### src/rtl/core/zsth_pkg.sv
// zsth_pkg: shared constants for the Zhang-Suen thinning sub-pass.
// No dependencies; imported by zsth_out_if, the top level and the testbench.
package zsth_pkg;

  localparam int COORD_W  = 10;   // width of the result coordinates
  localparam int SIZE_W   = 11;   // width of the size registers
  localparam int CFG_DW   = 32;   // configuration data width
  localparam int CFG_AW   = 4;    // configuration byte address width
  localparam int MIN_SIZE = 4;    // smallest usable frame edge
  localparam int NB_MIN   = 2;    // fewest set neighbours for removal
  localparam int NB_MAX   = 6;    // most set neighbours for removal

  // register word indexes (byte address / 4)
  localparam logic [1:0] REG_SUB_PASS  = 2'd0;
  localparam logic [1:0] REG_IMG_WIDTH = 2'd1;
  localparam logic [1:0] REG_IMG_HEIGHT = 2'd2;

  localparam logic [SIZE_W-1:0] SIZE_RESET = 11'd1024;

endpackage

### src/rtl/core/zsth_channels.sv
// zsth channel interfaces: pixel input beat and result beat, valid/ready.
// Depends on zsth_pkg for the coordinate width.
interface zsth_in_if;
  logic valid;
  logic ready;
  logic pixel_in;
  logic frame_start;

  modport source (output valid, pixel_in, frame_start, input ready);
  modport sink   (input valid, pixel_in, frame_start, output ready);
endinterface

interface zsth_out_if import zsth_pkg::*; ();
  logic               valid;
  logic               ready;
  logic [COORD_W-1:0] out_row;
  logic [COORD_W-1:0] out_col;
  logic               pixel_out;
  logic               removed;

  modport source (output valid, out_row, out_col, pixel_out, removed, input ready);
  modport sink   (input valid, out_row, out_col, pixel_out, removed, output ready);
endinterface

### src/rtl/core/zsth_ram.sv
// zsth_ram: generic single-write, single-read RAM with registered read.
// Read returns the old word on a same-address write. No dependencies.
module zsth_ram #(
  parameter int WIDTH = 1,
  parameter int DEPTH = 1024
) (
  input  logic                     clk,
  input  logic                     we,
  input  logic [$clog2(DEPTH)-1:0] waddr,
  input  logic [WIDTH-1:0]         wdata,
  input  logic                     re,
  input  logic [$clog2(DEPTH)-1:0] raddr,
  output logic [WIDTH-1:0]         rdata
);

  logic [WIDTH-1:0] mem [DEPTH];
  logic [WIDTH-1:0] rdata_r;

  always_ff @(posedge clk) begin
    if (we) begin
      mem[waddr] <= wdata;
    end
    if (re) begin
      rdata_r <= mem[raddr];
    end
  end

  assign rdata = rdata_r;

endmodule

### src/rtl/core/zhang_suen_thinning_pass.sv
// zhang_suen_thinning_pass: one Zhang-Suen sub-pass over a raster pixel stream.
// Depends on zsth_pkg, zsth_in_if / zsth_out_if and zsth_ram.
// Throughput: one pixel beat per cycle, set by the single RAM read/write per beat,
// unless the output stalls; a taken beat goes to stage 1, then to the output register.
// Reset (rst_n low, synchronous): counters, window and sub-pass clear, sizes take
// SIZE_RESET, then a clearing pass zeroes both line stores; no pixel is taken meanwhile.
module zhang_suen_thinning_pass import zsth_pkg::*; #(
  parameter int MAX_WIDTH  = 1024,
  parameter int MAX_HEIGHT = 1024
) (
  input  logic              clk,
  input  logic              rst_n,
  zsth_in_if.sink           in_ch,
  zsth_out_if.source        out_ch,
  input  logic              psel,
  input  logic              penable,
  input  logic              pwrite,
  input  logic [CFG_AW-1:0] paddr,
  input  logic [CFG_DW-1:0] pwdata,
  output logic [CFG_DW-1:0] prdata,
  output logic              pready
);

  localparam int CW = $clog2(MAX_WIDTH);
  localparam int RW = $clog2(MAX_HEIGHT);
  // working width for position arithmetic; holds sizes and the size registers
  localparam int SW0 = (CW > RW) ? CW + 1 : RW + 1;
  localparam int SW  = (SW0 > SIZE_W) ? SW0 : SIZE_W;

  // ---------------------------------------------------------------------------
  // Configuration registers
  // ---------------------------------------------------------------------------
  logic              sub_pass_r;
  logic [SIZE_W-1:0] img_w_r;
  logic [SIZE_W-1:0] img_h_r;
  logic              cfg_wr;
  logic [1:0]        cfg_idx;

  assign pready  = 1'b1;
  assign cfg_idx = paddr[3:2];
  assign cfg_wr  = psel && penable && pwrite && pready;

  always_ff @(posedge clk) begin
    if (!rst_n) begin
      sub_pass_r <= 1'b0;
      img_w_r    <= SIZE_RESET;
      img_h_r    <= SIZE_RESET;
    end else if (cfg_wr) begin
      case (cfg_idx)
        REG_SUB_PASS:   sub_pass_r <= pwdata[0];
        REG_IMG_WIDTH:  img_w_r    <= pwdata[SIZE_W-1:0];
        REG_IMG_HEIGHT: img_h_r    <= pwdata[SIZE_W-1:0];
        default: ;
      endcase
    end
  end

  always_comb begin
    prdata = '0;
    case (cfg_idx)
      REG_SUB_PASS:   prdata = CFG_DW'(sub_pass_r);
      REG_IMG_WIDTH:  prdata = CFG_DW'(img_w_r);
      REG_IMG_HEIGHT: prdata = CFG_DW'(img_h_r);
      default:        prdata = '0;
    endcase
  end

  // effective frame size, clamped to [MIN_SIZE, MAX_*]
  logic [SW-1:0] w_eff, h_eff;

  always_comb begin
    priority if (SW'(img_w_r) < SW'(MIN_SIZE))  w_eff = SW'(MIN_SIZE);
    else if (SW'(img_w_r) > SW'(MAX_WIDTH))     w_eff = SW'(MAX_WIDTH);
    else                                        w_eff = SW'(img_w_r);
    priority if (SW'(img_h_r) < SW'(MIN_SIZE))  h_eff = SW'(MIN_SIZE);
    else if (SW'(img_h_r) > SW'(MAX_HEIGHT))    h_eff = SW'(MAX_HEIGHT);
    else                                        h_eff = SW'(img_h_r);
  end

  // ---------------------------------------------------------------------------
  // Line store clearing pass after reset
  // ---------------------------------------------------------------------------
  logic          clr_busy_r;
  logic [CW-1:0] clr_addr_r;

  always_ff @(posedge clk) begin
    if (!rst_n) begin
      clr_busy_r <= 1'b1;
      clr_addr_r <= '0;
    end else if (clr_busy_r) begin
      clr_addr_r <= clr_addr_r + 1'b1;
      if (clr_addr_r == CW'(MAX_WIDTH - 1)) begin
        clr_busy_r <= 1'b0;
      end
    end
  end

  // ---------------------------------------------------------------------------
  // Stage 0: position of the incoming beat, line store read
  // ---------------------------------------------------------------------------
  logic [CW-1:0] col_cnt_r;
  logic [RW-1:0] row_cnt_r;
  logic [SW-1:0] c0, r0, c_pre, r_pre;
  logic [CW-1:0] col_nxt;
  logic [RW-1:0] row_nxt;
  logic          in_acc;
  logic          out_free;
  logic          s1_adv;

  // stage 1 registers
  logic          s1_valid_r;
  logic [CW-1:0] s1_col_r;
  logic [RW-1:0] s1_row_r;
  logic          s1_pix_r;
  logic          s1_fwd_r;
  logic          s1_fwd_up_r;
  logic          s1_fwd_mid_r;

  assign out_free    = !out_ch.valid || out_ch.ready;
  assign s1_adv      = s1_valid_r && out_free;
  assign in_ch.ready = !clr_busy_r && (!s1_valid_r || out_free);
  assign in_acc      = in_ch.valid && in_ch.ready;

  always_comb begin
    c_pre = in_ch.frame_start ? '0 : SW'(col_cnt_r);
    r_pre = in_ch.frame_start ? '0 : SW'(row_cnt_r);
    // width shrunk under the counters: step to the next row first
    if (c_pre >= w_eff) begin
      c0 = '0;
      r0 = r_pre + 1'b1;
    end else begin
      c0 = c_pre;
      r0 = r_pre;
    end
    if (r0 >= h_eff) begin
      r0 = '0;
    end
    if (c0 + 1'b1 >= w_eff) begin
      col_nxt = '0;
      row_nxt = (r0 + 1'b1 >= h_eff) ? '0 : RW'(r0 + 1'b1);
    end else begin
      col_nxt = CW'(c0 + 1'b1);
      row_nxt = RW'(r0);
    end
  end

  always_ff @(posedge clk) begin
    if (!rst_n) begin
      col_cnt_r <= '0;
      row_cnt_r <= '0;
    end else if (in_acc) begin
      col_cnt_r <= col_nxt;
      row_cnt_r <= row_nxt;
    end
  end

  // ---------------------------------------------------------------------------
  // Line stores: upper = row two above, middle = row one above
  // ---------------------------------------------------------------------------
  logic          up_q, mid_q;
  logic          up_eff, mid_eff;
  logic          ram_we;
  logic [CW-1:0] ram_waddr;
  logic          up_wdata, mid_wdata;
  logic          fwd_hit;

  assign up_eff  = s1_fwd_r ? s1_fwd_up_r  : up_q;
  assign mid_eff = s1_fwd_r ? s1_fwd_mid_r : mid_q;

  assign ram_we    = clr_busy_r || s1_adv;
  assign ram_waddr = clr_busy_r ? clr_addr_r : s1_col_r;
  assign up_wdata  = clr_busy_r ? 1'b0 : mid_eff;
  assign mid_wdata = clr_busy_r ? 1'b0 : s1_pix_r;

  // same column written by stage 1 in the cycle it is read: the RAM returns
  // the old word, so the new one is carried alongside
  assign fwd_hit = s1_adv && (s1_col_r == CW'(c0));

  zsth_ram #(.WIDTH(1), .DEPTH(MAX_WIDTH)) u_upper_ram (
    .clk   (clk),
    .we    (ram_we),
    .waddr (ram_waddr),
    .wdata (up_wdata),
    .re    (in_acc),
    .raddr (CW'(c0)),
    .rdata (up_q)
  );

  zsth_ram #(.WIDTH(1), .DEPTH(MAX_WIDTH)) u_middle_ram (
    .clk   (clk),
    .we    (ram_we),
    .waddr (ram_waddr),
    .wdata (mid_wdata),
    .re    (in_acc),
    .raddr (CW'(c0)),
    .rdata (mid_q)
  );

  always_ff @(posedge clk) begin
    if (!rst_n) begin
      s1_valid_r <= 1'b0;
    end else if (in_acc) begin
      s1_valid_r <= 1'b1;
    end else if (s1_adv) begin
      s1_valid_r <= 1'b0;
    end
  end

  always_ff @(posedge clk) begin
    if (in_acc) begin
      s1_col_r     <= CW'(c0);
      s1_row_r     <= RW'(r0);
      s1_pix_r     <= in_ch.pixel_in;
      s1_fwd_r     <= fwd_hit;
      s1_fwd_up_r  <= mid_eff;
      s1_fwd_mid_r <= s1_pix_r;
    end
  end

  // ---------------------------------------------------------------------------
  // Stage 1: 3x3 window and removal test
  // ---------------------------------------------------------------------------
  logic [5:0] win_r;     // [2:0] column c-1, [5:3] column c-2 (top, mid, bottom)
  logic [2:0] cur, c1, c2;
  logic [7:0] ring, trans;
  logic [3:0] n_trans, n_set;
  logic       m1, m2;
  logic       center, interior, emit, rem;
  logic [SW-1:0] row_m1, col_m1;

  assign cur = {up_eff, mid_eff, s1_pix_r};
  assign c1  = win_r[2:0];
  assign c2  = win_r[5:3];
  assign center = c1[1];

  // ring order from north, clockwise
  assign ring = {c2[2], c2[1], c2[0], c1[0], cur[0], cur[1], cur[2], c1[2]};

  always_comb begin
    for (int i = 0; i < 8; i++) begin
      trans[i] = !ring[i] && ring[(i + 1) % 8];
    end
    n_trans = 4'($countones(trans));
    n_set   = 4'($countones(ring));
    if (!sub_pass_r) begin
      m1 = c1[2] & cur[1] & c1[0];   // N.E.S
      m2 = cur[1] & c1[0] & c2[1];   // E.S.W
    end else begin
      m1 = c1[2] & cur[1] & c2[1];   // N.E.W
      m2 = c1[2] & c1[0] & c2[1];    // N.S.W
    end
  end

  assign emit     = (s1_row_r != '0) && (s1_col_r != '0);
  assign interior = (s1_row_r > RW'(1)) && (s1_col_r > CW'(1));
  assign rem      = interior && center && (n_trans == 4'd1) &&
                    (n_set >= 4'(NB_MIN)) && (n_set <= 4'(NB_MAX)) && !m1 && !m2;
  assign row_m1   = SW'(s1_row_r) - 1'b1;
  assign col_m1   = SW'(s1_col_r) - 1'b1;

  always_ff @(posedge clk) begin
    if (!rst_n) begin
      win_r <= '0;
    end else if (s1_adv) begin
      win_r <= {c1, cur};
    end
  end

  // ---------------------------------------------------------------------------
  // Output register
  // ---------------------------------------------------------------------------
  logic               out_valid_r;
  logic [COORD_W-1:0] out_row_r, out_col_r;
  logic               out_pix_r, out_rem_r;

  always_ff @(posedge clk) begin
    if (!rst_n) begin
      out_valid_r <= 1'b0;
    end else if (s1_adv) begin
      out_valid_r <= emit;
    end else if (out_ch.ready) begin
      out_valid_r <= 1'b0;
    end
  end

  always_ff @(posedge clk) begin
    if (s1_adv) begin
      out_row_r <= row_m1[COORD_W-1:0];
      out_col_r <= col_m1[COORD_W-1:0];
      out_pix_r <= center && !rem;
      out_rem_r <= rem;
    end
  end

  assign out_ch.valid     = out_valid_r;
  assign out_ch.out_row   = out_row_r;
  assign out_ch.out_col   = out_col_r;
  assign out_ch.pixel_out = out_pix_r;
  assign out_ch.removed   = out_rem_r;

endmodule

### src/flat_wrapper.sv
// flat-port wrapper written by rule: the top's interface ports become plain ports
module zhang_suen_thinning_pass_flat import zsth_pkg::*;
#(
  parameter int MAX_WIDTH  = 1024,
  parameter int MAX_HEIGHT = 1024
)
  (clk, rst_n, psel, penable, pwrite, paddr, pwdata, prdata, pready, in_ch_valid, in_ch_pixel_in, in_ch_frame_start, in_ch_ready, out_ch_valid, out_ch_out_row, out_ch_out_col, out_ch_pixel_out, out_ch_removed, out_ch_ready);
  zsth_in_if in_ch_i ();
  zsth_out_if out_ch_i ();
  input  logic clk;
  input  logic rst_n;
  input  logic psel;
  input  logic penable;
  input  logic pwrite;
  input  logic [CFG_AW-1:0] paddr;
  input  logic [CFG_DW-1:0] pwdata;
  output logic [CFG_DW-1:0] prdata;
  output logic pready;
  input wire logic [$bits(in_ch_i.valid)-1:0] in_ch_valid;
  input wire logic [$bits(in_ch_i.pixel_in)-1:0] in_ch_pixel_in;
  input wire logic [$bits(in_ch_i.frame_start)-1:0] in_ch_frame_start;
  output wire logic [$bits(in_ch_i.ready)-1:0] in_ch_ready;
  output wire logic [$bits(out_ch_i.valid)-1:0] out_ch_valid;
  output wire logic [$bits(out_ch_i.out_row)-1:0] out_ch_out_row;
  output wire logic [$bits(out_ch_i.out_col)-1:0] out_ch_out_col;
  output wire logic [$bits(out_ch_i.pixel_out)-1:0] out_ch_pixel_out;
  output wire logic [$bits(out_ch_i.removed)-1:0] out_ch_removed;
  input wire logic [$bits(out_ch_i.ready)-1:0] out_ch_ready;
  assign in_ch_i.valid = in_ch_valid;
  assign in_ch_i.pixel_in = in_ch_pixel_in;
  assign in_ch_i.frame_start = in_ch_frame_start;
  assign in_ch_ready = in_ch_i.ready;
  assign out_ch_valid = out_ch_i.valid;
  assign out_ch_out_row = out_ch_i.out_row;
  assign out_ch_out_col = out_ch_i.out_col;
  assign out_ch_pixel_out = out_ch_i.pixel_out;
  assign out_ch_removed = out_ch_i.removed;
  assign out_ch_i.ready = out_ch_ready;
  zhang_suen_thinning_pass #(.MAX_WIDTH(MAX_WIDTH), .MAX_HEIGHT(MAX_HEIGHT)) u_core (.clk(clk), .rst_n(rst_n), .in_ch(in_ch_i), .out_ch(out_ch_i), .psel(psel), .penable(penable), .pwrite(pwrite), .paddr(paddr), .pwdata(pwdata), .prdata(prdata), .pready(pready));
endmodule
### config.mk
export PLATFORM = sky130hd
export DESIGN_NAME = zhang_suen_thinning_pass_flat
export DESIGN_NICKNAME = d
export VERILOG_FILES = /design/src/rtl/core/zsth_pkg.sv /design/src/rtl/core/zsth_channels.sv /design/src/rtl/core/zsth_ram.sv /design/src/rtl/core/zhang_suen_thinning_pass.sv /design/src/flat_wrapper.sv
export SDC_FILE = /design/constraint.sdc
export NUM_CORES = 2
export LEC_CHECK = 0
export ABC_CLOCK_PERIOD_IN_PS = 36000
export BUFFER_PORTS_ARGS = -buffer_cell sky130_fd_sc_hd__buf_2
export CORE_MARGIN = 2
export CORE_UTILIZATION = 55
export DETAILED_ROUTE_END_ITERATION = 8
export HOLD_SLACK_MARGIN = 0.06
export PLACE_DENSITY_LB_ADDON = 0.2
export SYNTH_ARGS = -nofsm -noshare
export SYNTH_HDL_FRONTEND = slang
export SYNTH_HIERARCHICAL = 1
export SYNTH_SLANG_ARGS = --single-unit
### constraint.sdc
create_clock -name clk -period 36 [get_ports clk]
set_clock_uncertainty 0.15 [all_clocks]
set_input_delay 1.8 -clock clk [delete_from_list [all_inputs] [get_ports clk]]
set_output_delay 1.8 -clock clk [all_outputs]
set_load 0.01 [all_outputs]
-- Word-level counts from Yosys, hierarchy flattened
Memories as Yosys holds them, arrays and structs flattened. A register that Yosys moved wholly into a read port is not among the register bits.
Index checks and enable logic that the tools add are counted.
- register bits after elaboration: 108
- RAM bits: 2048
- bits of input ports: 45
- output and inout port bits: 57
- logic and storage cells: 142
- memories kept: 2
- memories (memory ; depth ; bits a word ; rd ports ; clocked after memory_dff ; wr ports ; line ; source):
    u_core.u_middle_ram.mem ; 1024 ; 1 ; 1 ; 1 ; 1 ; zsth_ram.sv:16 ; logic [WIDTH-1:0] mem [DEPTH];
    u_core.u_upper_ram.mem ; 1024 ; 1 ; 1 ; 1 ; 1 ; zsth_ram.sv:16 ;
- $add $sub $neg: 20
- magnitude comparators: 12
- equality and inequality tests: 5
- muxes and demuxes: 28
- bitwise gates (word level): 7
- reductions and logical operators: 48
- operator list (operator ; count):
    2-to-1 mux 11 bit ; 7
    2-to-1 mux 10 bit ; 6
    greater-or-equal comparator 11 bit ; 4
    adder 11 x 1 -> 11 bit (second input constant) ; 3
    case mux 11 bit (3 select lines) ; 1
    adder 4 bit ; 6
    logical AND 1 bit ; 23
    greater-than comparator 11 bit (second input constant) ; 2
    < comparator 11 x 3 -> 1 bit (second input constant) ; 2
    greater-than comparator 10 x 1 -> 1 bit (second input constant) ; 2
    nonzero test 10 bit ; 2
    subtractor 10 x 1 -> 10 bit (second input constant) ; 2
    adder 1 x 1 -> 2 bit ; 8
    logical NOT 1 bit ; 14
    2-to-1 mux 1 bit ; 14
    adder 10 x 1 -> 10 bit (second input constant) ; 1
    == test 10 bit ; 1
    == test 10 bit (second input constant) ; 1
    bitwise AND 1 bit ; 7
    AND reduction 2 bit ; 3
    == test 4 x 1 -> 1 bit (second input constant) ; 1
    greater-or-equal comparator 4 x 2 -> 1 bit (second input constant) ; 1
    <= comparator 4 x 3 -> 1 bit (second input constant) ; 1
    nonzero test 2 bit ; 2
    4 further kinds ; 6

-- Depth between registers and ports, before layout
- depth after elaboration: 14
- mapped depth: 32

-- Hierarchy
Netlist, hierarchy kept.
- by module, submodules not included (module ; instances ; cells an instance ; area each (um^2)):
    zsth_ram ; 2 ; 3112 ; 44666.6
    zhang_suen_thinning_pass ; 1 ; 848 ; 7567.3

-- Worst setup path before layout
No wires, ideal clock.
- kind: register -> register
- start point: reg u_core.clr_busy_r
- end point: mem u_core.u_middle_ram.mem[0] (data pin)
- arrival time: 25.241 ns
- required time: 30.662 ns
- setup slack: 5.421 ns
- cell stages (with the launch flop): 3
- buffers on the path: 1
- clock period less this slack: 30.579 ns
- cells stage by stage: dfxtp_1 clkbuf_1 nor2b_1
- cells in the longest elaborated chain, start to end: 1
- RTL lines (what ; line ; source):
    from (decl) ; zhang_suen_thinning_pass.sv:83 ; logic clr_busy_r;
    from (signal assigned) ; zhang_suen_thinning_pass.sv:88 ; clr_busy_r <= 1'b1;
    from (signal assigned) ; zhang_suen_thinning_pass.sv:93 ; clr_busy_r <= 1'b0;
    2-to-1 mux 1 bit ; zhang_suen_thinning_pass.sv:173 ; assign mid_wdata = clr_busy_r ? 1'b0 : s1_pix_r;
    named net u_core.mid_wdata ; zhang_suen_thinning_pass.sv:164 ; logic up_wdata, mid_wdata;
    to (decl) ; zsth_ram.sv:16 ;
The timed path passes the listed nets, and every way through them passes these cells.

-- Final worst setup path
- start point: in in_ch_frame_start
- end point: reg u_core.u_middle_ram.rdata_r (netlist: u_core/u_middle_ram/rdata), read port of u_core.u_middle_ram.mem (data pin)
- cells in the longest elaborated chain, start to end: 3
- RTL lines (what ; line ; source):
    from (decl) ; flat_wrapper.sv:21 ; input wire logic [$bits(in_ch_i.frame_start)-1:0] in_ch_frame_start;
    2-to-1 mux 10 bit * ; zhang_suen_thinning_pass.sv:125 ; c_pre = in_ch.frame_start ? '0 : SW'(col_cnt_r);
    greater-or-equal comparator 11 bit ; zhang_suen_thinning_pass.sv:128 ; if (c_pre >= w_eff) begin
    2-to-1 mux 11 bit * ; zhang_suen_thinning_pass.sv:128 ;
    named net u_core.c0[0] ; zhang_suen_thinning_pass.sv:103 ; logic [SW-1:0] c0, r0, c_pre, r_pre;
    to (decl) ; zsth_ram.sv:17 ; logic [WIDTH-1:0] rdata_r;
Mark *: on every way through the listed nets, which the timed path passes. The rest lies on a longest branch.
A chain may end at the register's enable or synchronous reset.

==> qor.yml <==
status: "complete, no violations"
leakage_nw: 35.8
period_share_pct: 27.9
p_int_mw: 3.97
synth-edff-count: 2096
rows: 154
drive_gt1_share_pct: 14.6
maxCapViolCount: 0
clock_path_buffers: 3
setup_viol: 0
finalPower_mw: 4.99
nFillCells: 13493
synthToLayoutAreaGrowth_pct: 8.81
drtAntennaViolNets: 0
pre_cts_ws_ns: 25.01
htree_levels: 4
hp-class: "flop to flop"
hold_viol: 0
netSwitchingFraction_pct: 20.4
routabilityCongestion: 0.840
multi_input_area_um2: 29700
postCtsSetupBuffers: 0
endpoint_kind: "flop"
cts_sinks: 2158
gr-total-overflow: 0
clock_latency_ns: 0.86
tns_ns: 0
synth-async-reset-ratio_pct: 0
antenna_found_initial: 6
grt_max_degree: 303
die_h_um: 424
drtIter0Drc: 8095
period_needed_ns: 10.05
dr.pass1.iters: 6
final_max_slew_viol_count: 0
avgSynthCellArea_um2: 13.7
regArea_um2: 64200
rsz0062_at_grt: "no"
dieArea_um2: 180000
start_kind: "input pin"
synth_seq_cells: 2158
drc_errors: 0
tightest_slew_ns: 1.32
power_frac_seq_pct: 54.4
cts_tree: "built"
maxSlewHeadroom_pct: 11.7
dpl-instance-area_um2: 98500
grt.total_usage_pct: 28.2
switchingPower_mw: 1.02
pwr-share-comb_pct: 1.0
reg2reg_slack_ns: 26.36
routed_via_density: 6.36
yosys_most_used_dff: "edfxtp_1"
dieWidth_um: 424
fin_ws_ns: 25.95
core_region_area_um2: 176000
most-common-layout-cells: "nor2_1, edfxtp_1, mux4_2, nand2_1, mux2i_1"
syn_inst: 7072
routed_wl_um: 254000
grt_pass1_vias: 57646
p_clk_share_pct: 44.5
nets: 6956
cp_data_required_time_ns: 36.45
max_freq_ghz: 0.0995
io_buffers: 56
cts-root-buf: "clkbuf_16"
via_count: 59576
ys_warn_count: 6
clkTransAtPathRegs_ns: 0.07
grt_pass1_wl_um: 376000
netlist_area_um2: 96900
wl_per_cell_um: 27.2
powerDensity_nw_per_um2: 47.3
final_common_cell: "nor2_1"
yosysSeqAreaShare_pct: 66.2
hold_buffers: 0
crit_type: "input pin to flop"
cts_buffers: 217
ys_types: 103
fin_area_um2: 105000
num_io_pins: 102
ir_drop_v: 0.0000543
path_max_fanout: 103
start_util_pct: 55.2
post_cts_resized: 0
hpwl_um: 135000
crit_arrival_ns: 10.50
-- cell usage after synthesis (40+ instances only) --
library cell / n / share of area, %
ha_1: 59 / 0.76
mux4_2: 400 / 9.3
o22ai_1: 59 / 0.38
o21ai_0: 42 / 0.22
buf_4: 49 / 0.38
buf_1: 114 / 0.44
nor3_1: 84 / 0.43
buf_2: 42 / 0.22
nor2b_1: 44 / 0.28
buf_6: 40 / 0.46
a21oi_1: 134 / 0.69
nand2_1: 295 / 1.1
nor2_1: 2136 / 8.3
o221ai_1: 98 / 0.89
inv_1: 50 / 0.19
clkbuf_1: 394 / 1.5
edfxtp_1: 2096 / 65
dfxtp_1: 62 / 1.3
mux2i_1: 254 / 2.6
nand3_1: 94 / 0.49
-- stage by stage --
step,hold slack [ns],std cells,util [%]
floorplan,0.277,7092,-
global placement,0.291,8966,56.1
detailed placement,0.290,8966,56.1
CTS,0.299,9365,60.1
global route,0.314,9366,60.1
finish,0.300,9367,60.1
-- kinds of logic (layout without fill, tap and decap cells) --
family                     after synthesis  after routing  synth area share, %
and+or+nand+nor                       2833           2833                 11.9
adders and majority gates               66             66                0.906
xor gates and xnor gates                58             58                0.532
AOI/OAI and AO/OA                      537            537                 3.98
other                                    2             24              0.00775
buffers and inverters                  721            654                 3.57
muxes                                  697            697                 12.9
DFF                                   2158           2158                 66.2
-- critical path, stage by stage --
cell       delay, ns
buf_2           0.50
inv_1           0.34
nand2_1         0.32
inv_1           0.11
ha_1            0.31
nand2_1         0.08
nor2_2          0.07
a31oi_4         0.67
nand2_2         0.31
nor2_4          0.15
buf_4           0.55
buf_12          0.64
buf_12          0.59
buf_4           0.79
buf_4           0.67
mux4_2          0.60
mux4_2          0.47
o21ai_0         0.45
a31oi_1         0.22
nand3_1         0.14
o2111ai_1       0.13
buf_4           0.23
-- sequential cells by signal, indices dropped and copies added, names as in the netlist, 6 cells and up --
register	count
u_core/u_middle_ram/mem	1024
u_core/u_upper_ram/mem	1024
u_core/img_h_r	11
u_core/img_w_r	11
u_core/clr_addr_r	10
u_core/col_cnt_r	10
u_core/out_ch.out_col	10
u_core/out_ch.out_row	10
u_core/row_cnt_r	10
u_core/s1_col_r	10
u_core/s1_row_r	10
u_core/win_r	6
-- cell type report --
class | instances | area share, %
diodes | 2 | 0.00475
clock buffers | 263 | 5.32
clock inverters | 136 | 1.27
inverters | 60 | 0.217
multi-input cells | 4213 | 28.2
flip-flops and latches | 2158 | 60.9
well taps | 2340 | 2.78
repair buffers | 195 | 1.35
-- per-layer routing --
metal  share of wire (%)  global-route usage [%]  wire length, um
met5               0.014                       0               35
met4                 3.9                    10.6             9890
met3                 9.0                    4.42            22900
met2                  49                    46.2           124000
met1                  38                    38.6            97800
-- power groups by stage --
| stage | Combinational [mW] | Sequential [mW] | Clock, mW |
|---|---|---|---|
| after floorplan | 0.0252 | 2.77 | 0 |
| after global placement | 0.0498 | 2.77 | 0 |
| after detailed placement | 0.0501 | 2.77 | 0 |
| after CTS | 0.0502 | 2.71 | 2.25 |
| after global routing | 0.0523 | 2.71 | 2.35 |
| final | 0.0512 | 2.71 | 2.22 |
-- path summary, 6_finish.rpt --
check | start | endpoint | cells past startpoint
setup / recovery | in_ch_frame_start | u_core/u_middle_ram/rdata | 22
setup reg to reg | u_core/img_w_r[7] | u_core/u_middle_ram/rdata | 22
hold / removal | u_core/col_cnt_r[5] | u_core/col_cnt_r[5] | 2
hold reg to reg | u_core/col_cnt_r[5] | u_core/col_cnt_r[5] | 2
(Power assumes the default switching activity.)
